### src/rtl/ssd_pkg.sv
// ----------------------------------------------------------------------------
// ssd_pkg
// Shared types, widths and codes for the scanned switch debouncer.
// ----------------------------------------------------------------------------
package ssd_pkg;

    // Default number of scanned buttons
    localparam int NUM_BUTTONS_DEF = 3;

    // Fixed field widths
    localparam int PIN_W      = 3;   // pin_levels
    localparam int QRY_W      = 2;   // query_button
    localparam int EVB_W      = 2;   // event_button
    localparam int QST_W      = 3;   // query_state
    localparam int CNT_W      = 8;   // confirm count and threshold
    localparam int S_DATA_W   = 8;   // pin_levels + query_button, byte padded
    localparam int M_DATA_W   = 8;   // 7 result bits, byte padded
    localparam int CFG_ADDR_W = 1;
    localparam int CFG_DATA_W = 8;

    // Configuration register defaults
    localparam logic             ACTIVE_LOW_RST   = 1'b1;
    localparam logic [CNT_W-1:0] STABLE_COUNT_RST = 8'd20;

    // Configuration register indexes
    typedef enum logic [CFG_ADDR_W-1:0] {
        CFG_ACTIVE_LOW   = 1'b0,
        CFG_STABLE_COUNT = 1'b1
    } cfg_addr_t;

    // Per-button debounce state, one-hot
    typedef enum logic [4:0] {
        ST_RELEASED = 5'b00001,
        ST_PREPUSH  = 5'b00010,
        ST_PUSHED   = 5'b00100,
        ST_PREREL   = 5'b01000,
        ST_ERROR    = 5'b10000
    } btn_state_t;

    // Reported state codes
    localparam logic [QST_W-1:0] QST_RELEASED = 3'd0;
    localparam logic [QST_W-1:0] QST_PREPUSH  = 3'd1;
    localparam logic [QST_W-1:0] QST_PUSHED   = 3'd2;
    localparam logic [QST_W-1:0] QST_PREREL   = 3'd3;
    localparam logic [QST_W-1:0] QST_ERROR    = 3'd4;

    function automatic logic [QST_W-1:0] state_code(input btn_state_t st);
        logic [QST_W-1:0] code;
        case (st)
            ST_RELEASED: code = QST_RELEASED;
            ST_PREPUSH:  code = QST_PREPUSH;
            ST_PUSHED:   code = QST_PUSHED;
            ST_PREREL:   code = QST_PREREL;
            default:     code = QST_ERROR;
        endcase
        return code;
    endfunction

endpackage

### src/rtl/scanned_switch_debouncer_top.sv
// ----------------------------------------------------------------------------
// scanned_switch_debouncer_top
// Each result beat is registered into the result register or the skid entry.
// Throughput: one input beat per cycle while s_tready is high; per-button
//   updates are all one pass of logic between state and result registers.
// A two-entry output stage (result register plus skid) keeps s_tready high
//   for one extra beat while the result side stalls.
// Reset (aresetn low, synchronous): every button goes to the error code with
//   count zero, scan restarts at button 0, config returns to active_low = 1,
//   stable_count = 20, and both output entries are emptied.
// ----------------------------------------------------------------------------
module scanned_switch_debouncer_top #(
    parameter int NUM_BUTTONS = ssd_pkg::NUM_BUTTONS_DEF
) (
    input  logic                                aclk,
    input  logic                                aresetn,
    // Configuration write port
    input  logic                                cfg_wr_en,
    input  logic [ssd_pkg::CFG_ADDR_W-1:0]      cfg_addr,
    input  logic [ssd_pkg::CFG_DATA_W-1:0]      cfg_wdata,
    // Input stream
    input  logic                                s_tvalid,
    output logic                                s_tready,
    // [2:0] pin_levels, [4:3] query_button, [7:5] zero
    input  logic [ssd_pkg::S_DATA_W-1:0]        s_tdata,
    // Result stream
    output logic                                m_tvalid,
    input  logic                                m_tready,
    // [0] press_event, [2:1] event_button, [3] scan_idle,
    // [6:4] query_state, [7] zero
    output logic [ssd_pkg::M_DATA_W-1:0]        m_tdata
);
    import ssd_pkg::*;

    // Scan index runs 0..NUM_BUTTONS; NUM_BUTTONS is the idle tick
    localparam int SCAN_W    = $clog2(NUM_BUTTONS + 1);
    localparam int PIN_EXT_W = NUM_BUTTONS + PIN_W;
    localparam int QRY_SPAN  = 1 << QRY_W;

    // ---------------- configuration ----------------
    logic             active_low_reg;
    logic [CNT_W-1:0] stable_count_reg;

    always_ff @(posedge aclk) begin
        if (!aresetn) begin
            active_low_reg   <= ACTIVE_LOW_RST;
            stable_count_reg <= STABLE_COUNT_RST;
        end else if (cfg_wr_en) begin
            case (cfg_addr_t'(cfg_addr))
                CFG_ACTIVE_LOW:   active_low_reg   <= cfg_wdata[0];
                CFG_STABLE_COUNT: stable_count_reg <= cfg_wdata[CNT_W-1:0];
                default: ;
            endcase
        end
    end

    // ---------------- input beat ----------------
    logic                 s_accept;
    logic [PIN_W-1:0]     pin_levels;
    logic [QRY_W-1:0]     query_button;
    logic [PIN_EXT_W-1:0] pin_ext;
    logic [NUM_BUTTONS-1:0] lane_level;

    assign s_accept     = s_tvalid && s_tready;
    assign pin_levels   = s_tdata[PIN_W-1:0];
    assign query_button = s_tdata[PIN_W +: QRY_W];
    // buttons past the pin field read level 0
    assign pin_ext      = PIN_EXT_W'(pin_levels);
    assign lane_level   = pin_ext[NUM_BUTTONS-1:0];

    // ---------------- scan and button lanes ----------------
    logic [SCAN_W-1:0] scan_idx_reg, scan_idx_next;
    logic              scan_idle;

    btn_state_t       state_reg  [NUM_BUTTONS];
    btn_state_t       state_next [NUM_BUTTONS];
    logic [CNT_W-1:0] count_reg  [NUM_BUTTONS];
    logic [CNT_W-1:0] count_next [NUM_BUTTONS];
    logic [CNT_W-1:0] count_inc  [NUM_BUTTONS];
    logic [NUM_BUTTONS-1:0] lane_pressed;
    logic [NUM_BUTTONS-1:0] lane_match;
    logic [NUM_BUTTONS-1:0] lane_confirm;
    logic [NUM_BUTTONS-1:0] lane_event;

    assign scan_idle = (scan_idx_reg == SCAN_W'(NUM_BUTTONS));

    always_comb begin
        scan_idx_next = scan_idx_reg;
        if (s_accept) begin
            scan_idx_next = scan_idle ? '0 : scan_idx_reg + SCAN_W'(1);
        end
    end

    // Each lane runs its own state machine; only the scanned lane advances.
    always_comb begin
        for (int i = 0; i < NUM_BUTTONS; i++) begin
            lane_pressed[i] = lane_level[i] ^ active_low_reg;
            // pre-pushed counts pressed samples, pre-released counts released
            lane_match[i]   = (state_reg[i] == ST_PREPUSH) ? lane_pressed[i]
                                                           : !lane_pressed[i];
            count_inc[i]    = (lane_match[i] && (count_reg[i] != {CNT_W{1'b1}}))
                              ? count_reg[i] + CNT_W'(1) : count_reg[i];
            lane_confirm[i] = (count_inc[i] >= stable_count_reg);

            state_next[i] = state_reg[i];
            count_next[i] = count_reg[i];
            lane_event[i] = 1'b0;

            if (s_accept && (scan_idx_reg == SCAN_W'(i))) begin
                case (state_reg[i])
                    ST_RELEASED: begin
                        if (lane_pressed[i]) state_next[i] = ST_PREPUSH;
                    end
                    ST_PREPUSH: begin
                        if (lane_confirm[i]) begin
                            state_next[i] = ST_PUSHED;
                            count_next[i] = '0;
                            lane_event[i] = 1'b1;
                        end else begin
                            count_next[i] = count_inc[i];
                        end
                    end
                    ST_PUSHED: begin
                        if (!lane_pressed[i]) state_next[i] = ST_PREREL;
                    end
                    ST_PREREL: begin
                        if (lane_confirm[i]) begin
                            state_next[i] = ST_RELEASED;
                            count_next[i] = '0;
                        end else begin
                            count_next[i] = count_inc[i];
                        end
                    end
                    // error code: first visit lands in released, count kept
                    default: state_next[i] = ST_RELEASED;
                endcase
            end
        end
    end

    always_ff @(posedge aclk) begin
        if (!aresetn) begin
            scan_idx_reg <= '0;
            for (int i = 0; i < NUM_BUTTONS; i++) begin
                state_reg[i] <= ST_ERROR;
                count_reg[i] <= '0;
            end
        end else begin
            scan_idx_reg <= scan_idx_next;
            for (int i = 0; i < NUM_BUTTONS; i++) begin
                state_reg[i] <= state_next[i];
                count_reg[i] <= count_next[i];
            end
        end
    end

    // ---------------- result fields ----------------
    logic             press_event;
    logic [EVB_W-1:0] event_button;
    logic [QST_W-1:0] query_state;
    logic [M_DATA_W-1:0] result_data;

    assign press_event  = |lane_event;
    assign event_button = scan_idle ? '0 : EVB_W'(scan_idx_reg);

    // query sees the state after this beat's update
    always_comb begin
        query_state = QST_ERROR;
        for (int i = 0; i < NUM_BUTTONS; i++) begin
            if ((i < QRY_SPAN) && (query_button == QRY_W'(i))) begin
                query_state = state_code(state_next[i]);
            end
        end
    end

    assign result_data = M_DATA_W'({query_state, scan_idle, event_button, press_event});

    // ---------------- output register + skid ----------------
    logic                out_valid_reg;
    logic [M_DATA_W-1:0] out_data_reg;
    logic                skid_valid_reg;
    logic [M_DATA_W-1:0] skid_data_reg;
    logic                out_pop;

    assign out_pop  = out_valid_reg && m_tready;
    assign s_tready = !skid_valid_reg;
    assign m_tvalid = out_valid_reg;
    assign m_tdata  = out_data_reg;

    always_ff @(posedge aclk) begin
        if (!aresetn) begin
            out_valid_reg  <= 1'b0;
            skid_valid_reg <= 1'b0;
        end else if (skid_valid_reg) begin
            // no beat is taken while the skid entry is full
            if (out_pop) begin
                out_data_reg   <= skid_data_reg;
                skid_valid_reg <= 1'b0;
            end
        end else if (s_accept) begin
            if (!out_valid_reg || out_pop) begin
                out_data_reg  <= result_data;
                out_valid_reg <= 1'b1;
            end else begin
                skid_data_reg  <= result_data;
                skid_valid_reg <= 1'b1;
            end
        end else if (out_pop) begin
            out_valid_reg <= 1'b0;
        end
    end

endmodule

### config.mk
export PLATFORM = sky130hd
export DESIGN_NAME = scanned_switch_debouncer_top
export DESIGN_NICKNAME = d
export VERILOG_FILES = /design/src/rtl/ssd_pkg.sv /design/src/rtl/scanned_switch_debouncer_top.sv
export SDC_FILE = /design/constraint.sdc
export NUM_CORES = 1
export LEC_CHECK = 0
export ABC_AREA = 1
export BUFFER_PORTS_ARGS = -buffer_cell sky130_fd_sc_hd__buf_2
export CAP_MARGIN = 20
export CORE_ASPECT_RATIO = 0.7
export CORE_MARGIN = 4
export CORE_UTILIZATION = 50
export CTS_BUF_LIST = sky130_fd_sc_hd__clkbuf_4
export DETAILED_ROUTE_END_ITERATION = 16
export PLACE_DENSITY = 0.7
export SETUP_SLACK_MARGIN = 0.3
export SYNTH_ARGS = -nofsm -noshare
export SYNTH_HDL_FRONTEND = slang
export SYNTH_SLANG_ARGS = --single-unit
### constraint.sdc
create_clock -name aclk -period 3.34 [get_ports aclk]
set_clock_uncertainty 0.1 [all_clocks]
set_input_delay 0.167 -clock aclk [delete_from_list [all_inputs] [get_ports aclk]]
set_output_delay 0.167 -clock aclk [all_outputs]
set_load 0.01 [all_outputs]
# Word level (Yosys, flattened, before mapping)

Memories as Yosys holds them, arrays and structs flattened.
Index checks and enable logic that the tools add are counted.

Flip-flop bits (word level): 28
Bits in writable memories: 39
Bits of input ports: 22
Memories kept: 2

Add/subtract/negate cells: 4
Order comparisons: 3
Eq/ne operators: 34
Muxes and demuxes: 69
Bitwise operators: 12
Reductions and logical operators: 28

Memory list:

| memory    | words | bits a word | read ports | clocked after Yosys merged registers in | wr ports | line                               | text |
|---|---|---|---|---|---|---|---|
| count_reg | 3     | 8           | 3          | 0                                       | 3        | scanned_switch_debouncer_top.sv:77 | `logic [CNT_W-1:0] count_reg [NUM_BUTTONS];` |
| state_reg | 3     | 5           | 3          | 0                                       | 3        | scanned_switch_debouncer_top.sv:75 | `btn_state_t state_reg [NUM_BUTTONS];` |

Operators by type and width:

| cell                                           | count |
|---|---|
| 2-to-1 mux 8 bit                               | 19 |
| 2-to-1 mux 5 bit                               | 18 |
| case mux 5 bit (4 select lines)                | 3 |
| case mux 3 bit (4 select lines)                | 3 |
| == test 5 x 1 -> 1 bit (second input constant) | 6 |
| == test 5 x 2 -> 1 bit (second input constant) | 6 |
| == test 5 x 3 -> 1 bit (second input constant) | 6 |
| == test 5 x 4 -> 1 bit (second input constant) | 6 |
| adder 8 x 1 -> 8 bit (second input constant)   | 3 |
| >= comparator 8 bit                            | 3 |
| != test 8 bit (second input constant)          | 3 |
| 2-to-1 mux 1 bit                               | 21 |
| 2-to-1 mux 3 bit                               | 3 |
| logical AND 1 bit                              | 8 |
| AND reduction 4 bit                            | 2 |
| == test 2 bit (second input constant)          | 3 |
| bitwise OR 1 bit                               | 6 |
| nonzero test 2 bit                             | 3 |
| OR reduction 2 bit                             | 3 |
| logical NOT 1 bit                              | 5 |
| == test 2 x 1 -> 1 bit (second input constant) | 2 |
| logical NOT 2 bit                              | 2 |
| 2-to-1 mux 2 bit                               | 2 |
| != test 2 x 1 -> 1 bit (second input constant) | 2 |
| other kinds (7)                                | 12 |

# Logic depth before layout (Yosys ltp)

Word-level depth: 17
Mapped depth: 30
Gate-level depth less buffers: 30

# Worst setup path after synthesis

Ideal clock, no wire load.

Path kind: register to register
Start point: memory count_reg[0][0]
End point: register out_data_reg[6], in the netlist m_tdata[6] (data pin)
Library setup time: 252 ps
Arrival: 2896 ps
Required time: 2988 ps
Path slack: 92 ps
Stages on the path, launching flop included: 28
Buffers on the path: 0
Period minus slack after synthesis: 3248 ps
Cells stage by stage: dfxtp_1 > ha_1 > inv_1 > nor4_1 > nand3_1 > nand2_1 > nor2_1 > nand3_1 > xor2_1 > inv_1 > ha_1 > a21oi_1 > nor2_1 > nor2_1 > nand2_1 > nand2_1 > nand2_1 > nand2_1 > nand2_1 > inv_1 > nand2_1 > nand3b_1 > nand2_1 > inv_1 > nand2_1 > nand2_1 > nand2_1 > nand2_1

RTL lines:

| what                   | line                                | text |
|---|---|---|
| start: declaration     | scanned_switch_debouncer_top.sv:77  |  |
| end signal: assignment | scanned_switch_debouncer_top.sv:197 | `out_data_reg <= skid_data_reg;` |
| end signal: assignment | scanned_switch_debouncer_top.sv:202 | `out_data_reg <= result_data;` |
| end: declaration       | scanned_switch_debouncer_top.sv:180 | `logic [M_DATA_W-1:0] out_data_reg;` |

==> results.ini <==
[place]
port-buffer-count=27
dp.cells=861
place_area_um2=5226
pre_cts_ws_ns=-0.1707
hpwl_um=8449
gp_congestion=0.9426

[power_and_ir_drop]
power_leakage_nw=3.282
p_int_mw=1.350
swShare_pct=28.26
ir_worst_vdd_uv=249.9
p_switching_mw=0.5319
p_comb_share_pct=21.3
p_seq_share_pct=45.2
clockPowerShare_pct=33.4
powerDensity_nw_per_um2=280.6

[clocking]
tritoncts=yes
cts_htree_levels=3
clkSinkCount=66
numCtsBuffers=9
clockBufferDepth=2
root_buffer=clkbuf_4
clkTransAtPathRegs_ns=0.10
worstSkewPairLatency_ns=0.44

[layout]
final_core_util_pct=78.78
final_cell_mix=nand2_1, buf_4, inv_1, nor2_1, nand2_2
final_common_cell=nand2_1
final_nets=866
final_cells=938
fin_area_um2=6706
diodes=0
largest_reg_flops=24
drive_above_1_share_pct=41.20
area_growth_syn_to_layout_pct=52.19

[critical_path]
cp_max_fo=4
r2r_start=state_reg[0][3]$_SDFF_PN0_
arrival_ns=3.82
end_kind=flop
start_kind=flop
rrSetupSlack_ns=-0.38
cp_common_cell=nand2_1
slowest_stage=dfxtp_2
reg2reg_to=m_tdata[6]$_DFFE_PP_
worstSetupEndpoint=m_tdata[6]$_DFFE_PP_
critical_path_class=reg -> reg
reg2reg_depth=25
setup.worst_path.start=state_reg[0][3]$_SDFF_PN0_
required_ns=3.44
cpPeakStageDelay_ns=0.35

[timing]
fin_crit_ns=3.722
fmax_mhz=268.6
setup_viol=17
whs_ns=0.02263
worstMarginPinSlew_ns=0.9614
fin_ws_ns=-0.3824
hold_viol=0
finalMaxSlewViolations=0
fin_crit_sh_pct=111.5
grt_setup_unrepaired=yes
slew_headroom_pct=35.42

[die]
dieHeight_um=86.55
ios=32
die_area_um2=10400
core_um2=8513
start_util_pct=51.76
die-width_um=120.2
rows=28

[logic_synthesis]
synth_nets=709
ys_ff_latch=66
syn_avg_cell_area_um2=6.718
seq_area_frac_synth_pct=33.16
syn_area_um2=4407
ys_types=38
synth_cells=656
ys_warn_count=0

[route]
drc=0
drtAntennaViolNets=0
drt_iter0_drc=297
routedWlPerCell_um=14.91
drt_wl_total_um=13980
drt_first_pass_iters=7
route.vias.total=4977
vias_per_cell=5.306

[status]
status=finished with violations
violations=negative setup slack

[grt]
grt_pass1_wl_um=20380
grt_pass1_vias=4611
grt_usage_pct=24.40
grt_max_degree=38
overflow=0
grt_antenna_before_repair=0

[worst_hold_path]
min_path_type=in -> reg
worstHoldStart=cfg_wdata[6]

[job]
maxCapViolCount=0

==> how the worst min path moves through the flow <==
stage / cells past startpoint / end / slack (ns)
final: 3 / stable_count_reg[6]$_SDFFE_PN0P_ / 0.02
after CTS: 3 / stable_count_reg[6]$_SDFFE_PN0P_ / 0.001
after global routing: 3 / stable_count_reg[6]$_SDFFE_PN0P_ / 0.01
after global placement: 3 / stable_count_reg[2]$_SDFFE_PN1P_ / 0.29
after detailed placement: 3 / stable_count_reg[2]$_SDFFE_PN1P_ / 0.30
after floorplan: 2 / active_low_reg$_SDFFE_PN1P_ / 0.20
==> area by class of cell <==
class | instances | area (µm²)
Sequential cell | 66 | 1476
Clock buffer | 13 | 97.59
Timing Repair Buffer | 154 | 1222
Fill cell | 576 | 1807
Multi-Input combinational cell | 476 | 3298
Clock inverter | 3 | 63.81
Tap cell | 120 | 150.1
Inverter | 106 | 397.9
==> routing by layer <==
layer	global-route usage (%)	vias up	wire (µm)
met5	0	-	0
met4	8.539	0	365
met3	5.349	41	977
met2	42.61	208	6851
met1	30.04	2342	5789
li1	-	2386	-
==> synthesized netlist by cell type (all sizes together) <==
cell type / n / area (µm²)
a31oi: 1 / 6.260
ha: 31 / 387.9
o21a: 1 / 7.510
xnor2: 8 / 70.07
o21ai: 17 / 85.08
edfxtp: 14 / 420.4
nor4: 1 / 6.260
mux2: 2 / 22.52
o21bai: 1 / 7.510
buf: 1 / 7.510
dfxtp: 52 / 1041
o22ai: 1 / 6.260
clkbuf: 7 / 26.28
nand3: 46 / 240.2
nand3b: 3 / 26.27
nor3: 10 / 71.32
inv: 106 / 397.9
nor2: 88 / 347.8
xor2: 17 / 156.4
o211ai: 3 / 22.52
a22oi: 12 / 90.09
and2: 1 / 6.260
a21oi: 29 / 152.7
nand2: 195 / 744.5
a21o: 2 / 15.01
nand4: 6 / 37.54
conb: 1 / 3.750
==> timing repair <==
item | in CTS | in global routing
endpoints found under the hold margin | 12 | 0
pin swaps | 60 | 86
setup buffers | 32 | 17
hold buffers | 12 | 0
endpoints found under the setup margin | 22 | 41
resized for setup | 68 | 127
==> per-stage QoR <==
stage	total power [mW]	TNS (ns)
2_1_floorplan	1.022	0
3_3_place_gp	1.114	-0.1180
3_5_place_dp	1.124	-0.4120
4_1_cts	1.802	-0.04839
5_1_grt	1.960	-5.605
6_report	1.882	-2.636
==> power by group through the flow <==
stage	Sequential [mW]	Combinational [mW]	Clock [mW]
after floorplan	0.870	0.152	0
after global placement	0.868	0.246	0
after detailed placement	0.870	0.255	0
after CTS	0.852	0.314	0.636
after global routing	0.854	0.434	0.671
final	0.851	0.402	0.629
==> cells by family after synthesis <==
group	synth area share, %
and+or+nand+nor	33.59
AOI/OAI and AO/OA	8.916
xor gates and xnor gates	5.139
DFF	33.16
other	0.08510
buffers and inverters	9.796
muxes	0.5110
adders and majority gates	8.802
==> critical path: cells and delay by family, from the launching register on <==
family | cells | cell delay [ns]
buffers and inverters | 2 | 0.24
flip-flops | 1 | 0.35
adder cells (fa/ha/maj) | 1 | 0.27
XOR/XNOR | 2 | 0.48
AND/OR/NAND/NOR | 20 | 2.04
Note: power is estimated with default switching activity, not from simulation.
